File: config.mk
export PLATFORM = sky130hd
export DESIGN_NAME = calibrated_note_to_cv_top
export DESIGN_NICKNAME = d
export VERILOG_FILES = /design/src/rtl/cntcv_pkg.sv /design/src/rtl/cntcv_ram.sv /design/src/rtl/calibrated_note_to_cv_top.sv
export VERILOG_INCLUDE_DIRS = /design/src /design/src/rtl
export SDC_FILE = /design/constraint.sdc
export NUM_CORES = 1
export LEC_CHECK = 0
export BUFFER_PORTS_ARGS = -buffer_cell sky130_fd_sc_hd__buf_2
export CAP_MARGIN = 15
export CORE_UTILIZATION = 50
export CTS_BUF_LIST = sky130_fd_sc_hd__clkbuf_8
export CTS_CLUSTER_DIAMETER = 150
export DETAILED_ROUTE_END_ITERATION = 10
export GPL_ROUTABILITY_DRIVEN = 0
export PLACE_DENSITY = 0.66
export SLEW_MARGIN = 25
export SYNTH_ARGS = -nofsm -noshare
export SYNTH_HDL_FRONTEND = slang
export SYNTH_SLANG_ARGS = --single-unit
File: constraint.sdc
create_clock -name clk_i -period 9.65 [get_ports clk_i]
set_input_delay 2.895 -clock clk_i [delete_from_list [all_inputs] [get_ports clk_i]]
set_output_delay 2.895 -clock clk_i [all_outputs]
set_load 0.01 [all_outputs]
File: src/rtl/calibrated_note_to_cv_top_macros.svh
// Assertion macros for the note to control-voltage converter.
`ifndef CALIBRATED_NOTE_TO_CV_TOP_MACROS_SVH
`define CALIBRATED_NOTE_TO_CV_TOP_MACROS_SVH

// Same-cycle implication, sampled on clk_i, off during reset.
`define CNTCV_ASSERT_HOLD(lbl, ante, cons, msg) \
  lbl: assert property (@(posedge clk_i) disable iff (!rst_ni) (ante) |-> (cons)) \
    else $error(msg);

// Next-cycle implication, sampled on clk_i, off during reset.
`define CNTCV_ASSERT_NEXT(lbl, ante, cons, msg) \
  lbl: assert property (@(posedge clk_i) disable iff (!rst_ni) (ante) |=> (cons)) \
    else $error(msg);

`endif

File: src/rtl/cntcv_pkg.sv
// Shared types, constants and helper functions of the note to control-voltage converter.
`default_nettype none

package cntcv_pkg;

  localparam int VoiceCount  = 4;
  localparam int OctaveCount = 10;
  localparam int Points      = OctaveCount + 1;
  localparam int Semitones   = 12;
  localparam int BendSemis   = 2;
  localparam int BendCentre  = 8192;
  localparam int BendShift   = 13;
  localparam int FullScale   = 4095;
  localparam int NoteTop     = OctaveCount * Semitones;
  localparam int PerOct      = FullScale / OctaveCount;
  localparam int BendMax     = FullScale / NoteTop * BendSemis;
  localparam int CalDepth    = VoiceCount * Points;
  localparam int CalAw       = $clog2(CalDepth);
  localparam int CalW        = 7;
  localparam int CodeW       = 12;
  localparam int SegW        = 4;
  localparam int RawShift    = 3;
  localparam int RawMul      = FullScale * (1 << RawShift) / NoteTop;
  localparam int RecipShift  = 27;
  localparam int RecipMul    = ((1 << RecipShift) + PerOct - 1) / PerOct;
  localparam int ProdW       = 18;
  localparam int MulAW       = ProdW;
  localparam int MulBW       = $clog2(RecipMul + 1);
  localparam int MulPW       = MulAW + MulBW;

  typedef enum logic [1:0] {
    OpConvert   = 2'd0,
    OpBend      = 2'd1,
    OpCalibrate = 2'd2
  } opcode_e;

  typedef enum logic [2:0] {
    ST_IDLE,
    ST_RD_LO,
    ST_RD_HI,
    ST_MULT,
    ST_DIV_SCALE,
    ST_FINISH
  } state_e;

  function automatic logic [SegW-1:0] note_octave(input logic [6:0] n);
    logic [SegW-1:0] seg;
    seg = '0;
    for (int k = 1; k < OctaveCount; k++) begin
      if (n >= 7'(k * Semitones)) begin
        seg = seg + SegW'(1);
      end
    end
    return seg;
  endfunction

  function automatic logic [CalAw-1:0] cal_addr(input logic [1:0] voice,
                                                 input logic [SegW-1:0] point);
    return CalAw'(voice) * CalAw'(Points) + CalAw'(point);
  endfunction

endpackage

`default_nettype wire

File: src/rtl/cntcv_ram.sv
// Generic single-write, single-read RAM with registered read data.
`default_nettype none

module cntcv_ram #(
  parameter int Width = 8,
  parameter int Depth = 16
) (
  input  wire logic                     clk_i,
  input  wire logic                     we_i,
  input  wire logic [$clog2(Depth)-1:0] waddr_i,
  input  wire logic [Width-1:0]         wdata_i,
  input  wire logic [$clog2(Depth)-1:0] raddr_i,
  output logic      [Width-1:0]         rdata_o
);

  logic [Width-1:0] mem_q [Depth];

  always_ff @(posedge clk_i) begin
    if (we_i) begin
      mem_q[waddr_i] <= wdata_i;
    end
    rdata_o <= mem_q[raddr_i];
  end

endmodule

`default_nettype wire

File: src/rtl/calibrated_note_to_cv_top.sv
// Top level of the calibrated MIDI note to control-voltage DAC code converter.
//
// A convert beat steps through the table read, multiply and divide states to
// its result, and the input is ready again in the cycle that the result is
// raised. One shared multiplier does the conversion scaling: the note times
// 273/8 at acceptance, then, after two calibration table reads, the segment
// product, and last a reciprocal multiply that divides it by the 409-code
// octave width. The input is not ready while a conversion is in flight, nor
// while a finished result waits on a full output register. Bend and calibrate
// beats keep the input ready. The calibration table clears at reset through
// per-entry valid bits, with no clearing pass.
`default_nettype none
`include "calibrated_note_to_cv_top_macros.svh"

module calibrated_note_to_cv_top (
  input  wire logic        clk_i,
  input  wire logic        rst_ni,
  input  wire logic        in_valid_i,
  output logic             in_ready_o,
  input  wire logic [1:0]  opcode_i,
  input  wire logic [6:0]  note_i,
  input  wire logic [1:0]  voice_i,
  input  wire logic [13:0] bend_i,
  input  wire logic [3:0]  cal_point_i,
  input  wire logic signed [6:0] cal_offset_i,
  output logic             out_valid_o,
  input  wire logic        out_ready_i,
  output logic [11:0]      cv_code_o
);

  cntcv_pkg::state_e state_q, state_d;

  logic                                 in_acc;
  logic                                 out_free;
  logic [6:0]                           ncap;
  logic [cntcv_pkg::SegW-1:0]           seg_q;
  logic [1:0]                           voice_q;
  logic [cntcv_pkg::CodeW-1:0]          lo_q;
  logic signed [7:0]                    bend_q;
  logic signed [cntcv_pkg::CalW-1:0]    c0_q;
  logic [cntcv_pkg::CalDepth-1:0]       vld_q;
  logic                                 rd_vld_q;
  logic [cntcv_pkg::CalAw-1:0]          rd_addr;
  logic [cntcv_pkg::CalAw-1:0]          wr_addr;
  logic                                 wr_en;
  logic signed [cntcv_pkg::CalW-1:0]    rd_data;
  logic signed [cntcv_pkg::CalW-1:0]    cal_rd;

  logic [cntcv_pkg::ProdW-1:0]          dq_q;
  logic [cntcv_pkg::MulAW-1:0]          mul_a;
  logic [cntcv_pkg::MulBW-1:0]          mul_b;
  logic [cntcv_pkg::MulPW-1:0]          mul_p;

  logic [8:0]                           seg_diff;
  logic signed [10:0]                   span;

  logic signed [14:0]                   bend_ctr;
  logic signed [21:0]                   bend_scl;
  logic signed [21:0]                   bend_rnd;

  logic signed [13:0]                   cv_sum;
  logic [cntcv_pkg::CodeW-1:0]          cv_sat;
  logic                                 out_valid_q;
  logic [cntcv_pkg::CodeW-1:0]          cv_q;

  assign in_ready_o  = (state_q == cntcv_pkg::ST_IDLE);
  assign in_acc      = in_valid_i && in_ready_o;
  assign out_free    = !out_valid_q || out_ready_i;
  assign out_valid_o = out_valid_q;
  assign cv_code_o   = cv_q;

  assign ncap = (note_i > 7'(cntcv_pkg::NoteTop)) ? 7'(cntcv_pkg::NoteTop) : note_i;

  // calibration table
  assign wr_en   = in_acc && (opcode_i == cntcv_pkg::OpCalibrate)
                   && (cal_point_i < 4'(cntcv_pkg::Points));
  assign wr_addr = cntcv_pkg::cal_addr(voice_i, cal_point_i);
  assign rd_addr = (state_q == cntcv_pkg::ST_RD_LO)
                   ? cntcv_pkg::cal_addr(voice_q, seg_q)
                   : cntcv_pkg::cal_addr(voice_q, seg_q + cntcv_pkg::SegW'(1));
  assign cal_rd  = rd_vld_q ? rd_data : '0;

  cntcv_ram #(
    .Width (cntcv_pkg::CalW),
    .Depth (cntcv_pkg::CalDepth)
  ) u_cal_ram (
    .clk_i   (clk_i),
    .we_i    (wr_en),
    .waddr_i (wr_addr),
    .wdata_i (cal_offset_i),
    .raddr_i (rd_addr),
    .rdata_o (rd_data)
  );

  // segment remap operands
  assign seg_diff = 9'(dq_q[cntcv_pkg::CodeW-1:0] - lo_q);
  assign span     = 11'(cntcv_pkg::PerOct) + 11'(cal_rd) - 11'(c0_q);

  // shared multiplier
  always_comb begin
    mul_a = cntcv_pkg::MulAW'(ncap);
    mul_b = cntcv_pkg::MulBW'(cntcv_pkg::RawMul);
    unique case (state_q)
      cntcv_pkg::ST_MULT: begin
        mul_a = cntcv_pkg::MulAW'(seg_diff);
        mul_b = cntcv_pkg::MulBW'(span[9:0]);
      end
      cntcv_pkg::ST_DIV_SCALE: begin
        mul_a = dq_q;
        mul_b = cntcv_pkg::MulBW'(cntcv_pkg::RecipMul);
      end
      default: begin
      end
    endcase
  end

  assign mul_p = cntcv_pkg::MulPW'(mul_a) * cntcv_pkg::MulPW'(mul_b);

  // bend offset, truncated toward zero
  assign bend_ctr = $signed({1'b0, bend_i}) - 15'sd8192;
  assign bend_scl = 22'(bend_ctr) * 22'sd68;
  assign bend_rnd = bend_scl + ((bend_scl < 0) ? 22'sd8191 : 22'sd0);

  // final sum and saturation
  assign cv_sum = $signed({4'b0000, dq_q[9:0]}) + $signed({2'b00, lo_q})
                  + 14'(c0_q) + 14'(bend_q);
  always_comb begin
    priority if (cv_sum < 0) begin
      cv_sat = '0;
    end else if (cv_sum > 14'sd4095) begin
      cv_sat = 12'(cntcv_pkg::FullScale);
    end else begin
      cv_sat = cv_sum[11:0];
    end
  end

  always_comb begin
    state_d = state_q;
    unique case (state_q)
      cntcv_pkg::ST_IDLE: begin
        if (in_acc && (opcode_i == cntcv_pkg::OpConvert)) begin
          state_d = cntcv_pkg::ST_RD_LO;
        end
      end
      cntcv_pkg::ST_RD_LO:     state_d = cntcv_pkg::ST_RD_HI;
      cntcv_pkg::ST_RD_HI:     state_d = cntcv_pkg::ST_MULT;
      cntcv_pkg::ST_MULT:      state_d = cntcv_pkg::ST_DIV_SCALE;
      cntcv_pkg::ST_DIV_SCALE: state_d = cntcv_pkg::ST_FINISH;
      cntcv_pkg::ST_FINISH: begin
        if (out_free) begin
          state_d = cntcv_pkg::ST_IDLE;
        end
      end
      default: state_d = cntcv_pkg::ST_IDLE;
    endcase
  end

  always_ff @(posedge clk_i or negedge rst_ni) begin
    if (!rst_ni) begin
      state_q     <= cntcv_pkg::ST_IDLE;
      vld_q       <= '0;
      bend_q      <= '0;
      out_valid_q <= 1'b0;
    end else begin
      state_q <= state_d;
      if (wr_en) begin
        vld_q[wr_addr] <= 1'b1;
      end
      if (in_acc && (opcode_i == cntcv_pkg::OpBend)) begin
        bend_q <= 8'(bend_rnd >>> cntcv_pkg::BendShift);
      end
      if ((state_q == cntcv_pkg::ST_FINISH) && out_free) begin
        out_valid_q <= 1'b1;
      end else if (out_ready_i) begin
        out_valid_q <= 1'b0;
      end
    end
  end

  always_ff @(posedge clk_i) begin
    rd_vld_q <= vld_q[rd_addr];
    unique case (state_q)
      cntcv_pkg::ST_IDLE: begin
        if (in_acc) begin
          voice_q <= voice_i;
          seg_q   <= cntcv_pkg::note_octave(ncap);
          lo_q    <= cntcv_pkg::CodeW'(cntcv_pkg::note_octave(ncap))
                     * cntcv_pkg::CodeW'(cntcv_pkg::PerOct);
          dq_q    <= cntcv_pkg::ProdW'(mul_p[cntcv_pkg::MulPW-1:cntcv_pkg::RawShift]);
        end
      end
      cntcv_pkg::ST_RD_HI: begin
        c0_q <= cal_rd;
      end
      cntcv_pkg::ST_MULT: begin
        dq_q <= mul_p[cntcv_pkg::ProdW-1:0];
      end
      cntcv_pkg::ST_DIV_SCALE: begin
        dq_q <= cntcv_pkg::ProdW'(mul_p[cntcv_pkg::MulPW-1:cntcv_pkg::RecipShift]);
      end
      cntcv_pkg::ST_FINISH: begin
        if (out_free) begin
          cv_q <= cv_sat;
        end
      end
      default: begin
      end
    endcase
  end

  `CNTCV_ASSERT_NEXT(a_convert_busy,
      in_acc && (opcode_i == cntcv_pkg::OpConvert), !in_ready_o,
      "convert beat accepted but input still ready")
  `CNTCV_ASSERT_HOLD(a_raw_in_segment, state_q == cntcv_pkg::ST_MULT,
      (dq_q[cntcv_pkg::CodeW-1:0] >= lo_q) && (dq_q[cntcv_pkg::ProdW-1:cntcv_pkg::CodeW] == '0),
      "scaled note below its octave segment")
  `CNTCV_ASSERT_HOLD(a_quot_bound, state_q == cntcv_pkg::ST_FINISH,
      dq_q[cntcv_pkg::ProdW-1:10] == '0, "segment quotient out of range")
  `CNTCV_ASSERT_NEXT(a_out_hold, out_valid_q && !out_ready_i,
      out_valid_q && $stable(cv_q), "result beat dropped or changed while stalled")

endmodule

`default_nettype wire
==> metrics.txt, run 1 <==
FMAX 0.110 GHz; Routed WL 62.0 mm; RSZ-0062 raised after global routing no; uppermost layer routed met4; Tcrit/Tclk final 0.941; drt pass-1 iters 5; worst min-delay path category flip-flop to flip-flop; I/O pins 54; final design utilization 0.561; largest net degree at the start of global routing 66; status finished, final reports clean; area of the multi-input gates 0.0145 sq mm; initial antenna violation count 1; Met3 Wirelength 3.02 mm; M1 WL 27.2 mm; flop2flop setup slack 0.89 ns; Post-CTS Setup Inserts 0; Vias 17700; Period minus WS final 9.08 ns; top cells by count, synth inv_1, edfxtp_1, ha_1; top-count cell post-synth inv_1; Std-Cell Rows 86; Ys Warns 0; Die H 240 microns; grt total ovfl 0; Via density 5.49; headroom to the max-slew limit 0.350; Setup-failing EPs final 0; post-DP HPWL 45.8 mm; Crit-path slowest cell or4_1; Unique masters post-synth 73; Post-DRT Antenna Nets 0; TritonCTS clock tree done; DR WL/cell 19.3 microns; Core Box Area 0.0555 sq mm; Setup TNS 0 ns; Worst Path Arrival 9.45 ns; Hold Buf Count CTS 0; post-synthesis sequential area ratio 0.438; Least-Margin Pin Slew 0.976 ns; Cells after Synth 2260; wire length on met2 30.2 mm; GRT Resource Usage Total 0.226; Pins Over Slew Limit 0; critical path type input port to flip-flop; clk slew on worst S/H paths 0.05 ns; iteration-0 DRC count of the detailed router 1082; Final Hold Viols 0; clk buf depth 3; Num CTS Buffers 70; H-tree levels 3; # nets final 2896; Post-synth EDFFs 360; Area contributors post-synth edfxtp_1, fa_1, ha_1; area occupied by registers 0.0124 sq mm; Critical Path Start Type input port; biggest area consumer among synthesized cells edfxtp_1; Post-CTS Resized 0; root buffer cell clkbuf_8; CP peak stage delay 0.44 ns; DRC 0; Crit Path Max Fanout 9; latest clock arrival within the worst-skew pair 0.66 ns; number of port buffers 53; P&R area growth vs syn 10.2%; FFs w/ async S/R, synth 0.132; Worst Clk Skew 0.0397 ns; Post-Syn Area per Cell 12.5 sq um; Top delay family on crit path adder cells; post-synth top area share 0.382; CP Capture Type flip-flop; Initial Util 0.509; max-cap viol count 0; CP required 10.02 ns; Seq cells post-synth 424; first-pass GRT wire length 98.8 mm; die width 240 microns; Die ar. 0.0575 sq mm; Top cell by count, worst path ha_1; share of cells above drive strength 1 0.156; # fillers 4614; clock sinks 424; vias in the first global route 18400; Cell Area, Synth 0.0283 sq mm; predominant post-synthesis flop cell edfxtp_1; Worst Path Buf+Inv 3
-- worst reg2reg max path, delay by kind of cell, from the launching register on --
family | cells | cell delay, ns
compound gates | 13 | 2.66
simple gates | 5 | 1.18
flops | 1 | 0.38
buf+inv | 8 | 0.59
fa+ha+maj | 8 | 3.69
-- final cells by class --
class,count,area share
diodes,1,0.0000804
clock buffers,79,0.0349
clock inverters,49,0.00992
inverters,374,0.0451
multi-input cells,1458,0.466
flip-flops and latches,424,0.397
well taps,748,0.0301
repair buffers,86,0.0165
-- metal layers --
layer,vias up,global-route usage
li1,8182,-
met1,8922,0.305
met2,472,0.374
met3,105,0.0339
met4,0,0.0746
met5,-,0
-- registers in the layout, indices dropped and copies added (netlist names) --
| register | cells |
|---|---|
| u_cal_ram.mem_q | 308 |
| vld_q | 44 |
| dq_q | 18 |
| cv_code_o | 12 |
| lo_q | 9 |
| bend_q | 8 |
| c0_q | 7 |
| u_cal_ram.rdata_o | 7 |
| seg_q | 4 |
| state_q | 3 |
| voice_q | 2 |
| out_valid_o | 1 |
| rd_vld_q | 1 |
-- cell families after synthesis --
family,share of synthesized area
muxes,0.0902
adders and majority gates,0.241
and+or+nand+nor,0.0765
xor gates and xnor gates,0.0288
AOI/OAI and AO/OA,0.0687
buffers and inverters,0.0568
DFF,0.438
other,0.000266
-- cell usage in the layout (no fill, tap or decap), types with 24 or more instances in the layout --
master,n
buf_4,33
o21ai_0,53
inv_1,393
a21o_1,24
buf_2,53
dfrtp_1,56
nand2_1,97
xnor2_1,59
or2_2,73
a21oi_1,102
edfxtp_1,360
xor2_1,30
ha_1,271
conb_1,45
clkbuf_8,79
nor2_1,160
mux4_2,104
fa_1,169
-- metrics by stage --
step / std cells / cell area, sq um / hold slack, ns / setup WS (ns)
4_1_cts: 3218 / 31100 / 0.464 / 0.599
2_1_floorplan: 2303 / 28400 / 0.434 / 0.449
3_3_place_gp: 3090 / 29700 / 0.445 / 0.166
5_1_grt: 3219 / 31100 / 0.477 / 0.160
6_report: 3219 / 31100 / 0.460 / 0.569
3_5_place_dp: 3090 / 29700 / 0.450 / -0.0200
-- worst paths after layout --
| kind | from | to | cells after the start |
|---|---|---|---|
| max | note_i[3] | lo_q[11] | 32 |
| max reg2reg | seg_q[1] | dq_q[8] | 34 |
| min reg2reg | vld_q[26] | vld_q[26] | 1 |
| max in group asynchronous | rst_ni | bend_q[6] | 2 |
| min in group asynchronous | rst_ni | vld_q[18] | 2 |
| min | vld_q[26] | vld_q[26] | 1 |
Power of run 1 is left out: the tool's default activity adds up to more than one toggle a clock period on the data nets, which glitch-free logic cannot reach.
==> run 2, diff against run 1 <==
Settings changed: RECOVER_POWER set to 100.
==> metrics.txt, run 2 (synthesis results as in run 1) <==
vias in the first global route 18400 (unchanged); status finished, violations left; most frequent cells in the layout inv_1, edfxtp_1, ha_1; Std-Cell Rows 86 (unchanged); initial antenna violation count 1 (unchanged); # nets final 2896 (unchanged); Met3 Wirelength 2.81 mm (-7.0%); H-tree levels 3 (unchanged); # fillers 4634 (+0.43%); Die ar. 0.0575 sq mm (unchanged); Non-Filler Instances 3219 (unchanged); die width 240 microns (unchanged); M1 WL 27.4 mm (+1.0%); Worst Path Buf+Inv 5 (+2); Period minus WS final 9.20 ns (+0.117 ns); Least-Margin Pin Slew 3.68 ns (+2.70 ns); worst min-delay path category flip-flop to flip-flop; area of the multi-input gates 0.0145 sq mm (-0.22%); first-pass GRT wire length 98.8 mm (unchanged); Worst Path Arrival 9.57 ns (+0.12 ns); Die H 240 microns (unchanged); DRC 0 (unchanged); Final Hold Viols 0 (unchanged); Crit-path slowest cell fa_1; hold_ws 0.460 ns (+0.0000880 ns); Most flops, register u_cal_ram.mem_q; headroom to the max-slew limit -1.45 (-1.80); Top cell by count, worst path fa_1; latest clock arrival within the worst-skew pair 0.66 ns (about the same); Num CTS Buffers 70 (unchanged); Vias 17700 (unchanged); max-cap viol count 10 (+10); Post-CTS Resized 0 (unchanged); TritonCTS clock tree done; max FFs per register 308 (unchanged); Critical Path Start Type input port; RSZ-0062 raised after global routing no; critical path type input port to flip-flop; wire length on met2 30.1 mm (-0.16%); I/O pins 54 (unchanged); FMAX 0.109 GHz (-1.3%); largest net degree at the start of global routing 66 (unchanged); root buffer cell clkbuf_8; DR WL/cell 19.3 microns (+0.14%); share of cells above drive strength 1 0.141 (-0.0150); final design utilization 0.559 (-0.00151); area occupied by registers 0.0124 sq mm (unchanged); worst path cell trace buf_2, a41oi_1, a221oi_1, clkbuf_1, or2_2, fa_1, inv_1, fa_1, ha_1, ha_1, inv_1, fa_1, inv_1, ha_1, fa_1, a211oi_2, o21bai_1, o41ai_1, a2111oi_1, or4_1, a41o_1, o41ai_4, o21ai_1, a31o_1; Top Registers u_cal_ram.mem_q (308), vld_q (44), dq_q (18); Post-CTS Setup Inserts 0 (unchanged); Routed WL 62.1 mm (+0.14%); GRT Resource Usage Total 0.226 (unchanged); Post-Place Cells 3090 (unchanged); number of port buffers 53 (unchanged); Initial Util 0.509 (unchanged); Pins Over Slew Limit 439 (+439); iteration-0 DRC count of the detailed router 1123 (+3.8%); failing checks capacitance limit, slew limit; Post-DRT Antenna Nets 0 (unchanged); Core Box Area 0.0555 sq mm (unchanged); Worst Clk Skew 0.0406 ns (+0.000884 ns); post-DP HPWL 45.8 mm (unchanged); Crit Path Max Fanout 10 (+1); CP Capture Type flip-flop; P&R area growth vs syn 9.86%; Via density 5.49 (unchanged); grt total ovfl 0 (unchanged); CP peak stage delay 0.54 ns (+0.10 ns); clk buf depth 3 (unchanged); CP required 10.03 ns (about the same); clk slew on worst S/H paths 0.05 ns (about the same); Top delay family on crit path adder cells; drt pass-1 iters 7 (+2); most common cell after layout, fill and taps aside inv_1; clock sinks 424 (unchanged); Hold Buf Count CTS 0 (unchanged); Tcrit/Tclk final 0.953 (+0.0121); Setup TNS 0 ns (unchanged); uppermost layer routed met4; Setup-failing EPs final 0 (unchanged)
==> run 2: cell count changes in the layout (fill, tap and decap cells not counted), moves of 2 or more <==
cell	previous run	this run
clkbuf_1	0	31
mux2_1	0	2
and2_0	0	6
mux2_2	6	4
and2_1	7	1
buf_2	53	27
buf_4	33	28
==> run 2: worst paths after layout <==
check	start	slack (ns)	endpoint	cells after the start
min	vld_q[26]	0.46	vld_q[26]	1
max	note_i[6]	0.45	dq_q[8]	24
min reg2reg	vld_q[26]	0.46	vld_q[26]	1
min in group asynchronous	rst_ni	3.60	vld_q[18]	2
max reg2reg	seg_q[1]	0.85	dq_q[8]	34
max in group asynchronous	rst_ni	3.95	bend_q[6]	2
==> run 2: routing by layer <==
| layer | vias up | GRT usage |
|---|---|---|
| li1 | 8185 | - |
| met1 | 8939 | 0.305 |
| met2 | 441 | 0.374 |
| met3 | 116 | 0.0339 |
| met4 | 0 | 0.0746 |
| met5 | - | 0 |
==> run 2: layout make-up <==
class	instances	share of cell area
Tap cell	748	0.0301
Clock buffer	79	0.0350
Timing Repair Buffer	86	0.0149
Antenna cell	1	0.0000806
Multi-Input combinational cell	1458	0.466
Clock inverter	49	0.00995
Inverter	374	0.0452
Sequential cell	424	0.398
==> run 2: per-stage QoR <==
| stage | setup slack, ns | area, sq um |
|---|---|---|
| 2_1_floorplan | 0.449 | 28400 |
| 3_3_place_gp | 0.166 | 29700 |
| 3_5_place_dp | -0.0200 | 29700 |
| 4_1_cts | 0.599 | 31100 |
| 5_1_grt | 0.0918 | 31100 |
| 6_report | 0.453 | 31100 |
Power of run 2 is left out for the same reason.
==> run 3, diff against run 2 <==
Settings changed: CTS_BUF_LIST sky130_fd_sc_hd__clkbuf_8 to unset.
==> metrics.txt, run 3 (synthesis results as in run 1) <==
clk slew on worst S/H paths 0.06 ns (about the same); RSZ-0062 raised after global routing no; drt pass-1 iters 6 (-1); Least-Margin Pin Slew 3.75 ns (+0.0701 ns); max FFs per register 308 (unchanged); Die H 240 microns (unchanged); first-pass GRT wire length 99.1 mm (+0.33%); Routed WL 62.2 mm (+0.18%); failing checks capacitance limit, slew limit; root buffer cell clkbuf_16; worst path cell trace clkbuf_1, a41oi_1, a221oi_1, clkbuf_1, or2_2, fa_1, inv_1, fa_1, ha_1, ha_1, inv_1, fa_1, inv_1, ha_1, fa_1, a211oi_1, o21bai_1, o41ai_2, a2111oi_1, or4_1, a41o_1, o41ai_4, o21ai_1, a31o_1; # nets final 2870 (-0.90%); Period minus WS final 9.20 ns (+0.00550 ns); Crit-path slowest cell fa_1; GRT Resource Usage Total 0.226 (about the same); Via density 5.52 (+0.55%); number of port buffers 53 (unchanged); H-tree levels 2 (-1); most common cell after layout, fill and taps aside inv_1; placed cell areas 0.0297 sq mm (unchanged); iteration-0 DRC count of the detailed router 1146 (+2.0%); Critical R2R Launch seg_q[1]; Top cell by count, worst path fa_1; Tcrit/Tclk final 0.954 (about the same); Num CTS Buffers 44 (-37%); die width 240 microns (unchanged); P&R area growth vs syn 9.97%; Post-Place Cells 3090 (unchanged); Worst Clk Skew 0.0714 ns (+0.0308 ns); CP peak stage delay 0.54 ns (about the same); Reg2Reg Capture Point dq_q[8]; Setup-failing EPs final 0 (unchanged); Final Hold Viols 0 (unchanged); critical path type input port to flip-flop; DRC 0 (unchanged); Setup TNS 0 ns (unchanged); Initial Util 0.509 (unchanged); Final Cell Area 0.0311 sq mm (+0.10%); flop2flop setup slack 0.85 ns (about the same); Post-CTS Resized 0 (unchanged); post-DP HPWL 45.8 mm (unchanged); I/O pins 54 (unchanged); Vias 17500 (-0.89%); grt total ovfl 0 (unchanged); Pins Over Slew Limit 439 (unchanged); worst hold start vld_q[14]; worst min-delay path category flip-flop to flip-flop; Hold Buf Count CTS 0 (unchanged); Post-CTS Setup Inserts 0 (unchanged); Crit Path Max Fanout 10 (unchanged); Std-Cell Rows 86 (unchanged); clock sinks 424 (unchanged); hold_ws 0.462 ns (+0.00120 ns); share of cells above drive strength 1 0.129 (-0.0118); Most flops, register u_cal_ram.mem_q; Die ar. 0.0575 sq mm (unchanged); max-cap viol count 10 (unchanged); R2R depth 34 (unchanged); Top Registers u_cal_ram.mem_q (308), vld_q (44), dq_q (18); CP Capture Type flip-flop; Non-Filler Instances 3173 (-1.4%); status finished, violations left; DR WL/cell 19.6 microns (+1.6%); clk buf depth 3 (unchanged); initial antenna violation count 1 (unchanged); CP required 9.94 ns (-0.09 ns); worst hold path depth 1 (unchanged); headroom to the max-slew limit -1.50 (-0.0467); most frequent cells in the layout inv_1, edfxtp_1, ha_1; largest net degree at the start of global routing 66 (unchanged); # fillers 4592 (-0.91%); Worst Path Arrival 9.50 ns (-0.07 ns); Critical Path Start Type input port; Post-DRT Antenna Nets 0 (unchanged); vias in the first global route 18300 (-0.61%); WHS Endpoint vld_q[14]; TritonCTS clock tree done; Core Box Area 0.0555 sq mm (unchanged); FMAX 0.109 GHz (about the same); latest clock arrival within the worst-skew pair 0.61 ns (-0.05 ns)
-- run 3: per-layer routing --
| metal | GRT usage | wire, microns | up-vias |
|---|---|---|---|
| li1 | - | - | 8122 |
| met1 | 0.307 | 27300 | 8828 |
| met2 | 0.377 | 30200 | 465 |
| met3 | 0.0252 | 2880 | 109 |
| met5 | 0 | 0 | - |
| met4 | 0.0781 | 1830 | 0 |
-- run 3: stage by stage --
stage	setup slack (ns)	util
6_report	0.447	0.560
5_1_grt	0.0334	0.560
4_1_cts	0.492	0.561
3_5_place_dp	-0.0200	0.535
3_3_place_gp	0.166	0.535
2_1_floorplan	0.449	-
-- run 3: how the worst max path moves through the flow --
stage               end       from  slack (ns)  depth (start not counted)
2_1_floorplan   dq_q[8]  note_i[6]        0.45                         23
4_1_cts        lo_q[11]  note_i[3]        0.49                         32
6_report        dq_q[8]  note_i[6]        0.45                         24
3_5_place_dp   lo_q[11]  note_i[3]       -0.02                         32
3_3_place_gp    dq_q[8]  note_i[4]        0.17                         24
5_1_grt         dq_q[8]  note_i[6]        0.03                         24
-- run 3: cell type report --
class / count / area [sq um] / area share
sequential: 424 / 12400 / 0.398
multi-input combinational: 1458 / 14500 / 0.466
timing repair buffer: 86 / 460 / 0.0148
clock inverter: 28 / 249 / 0.00801
inverter: 374 / 1400 / 0.0452
tap: 748 / 936 / 0.0301
antenna: 1 / 2.50 / 0.0000805
clock buffer: 54 / 1180 / 0.0379
-- run 3: worst max-delay path, delay by kind of cell --
kind | cells | cell delay [ns]
compound gates | 10 | 2.40
simple gates | 2 | 0.91
buf+inv | 5 | 0.53
fa+ha+maj | 7 | 2.76
Power of run 3 is left out for the same reason.
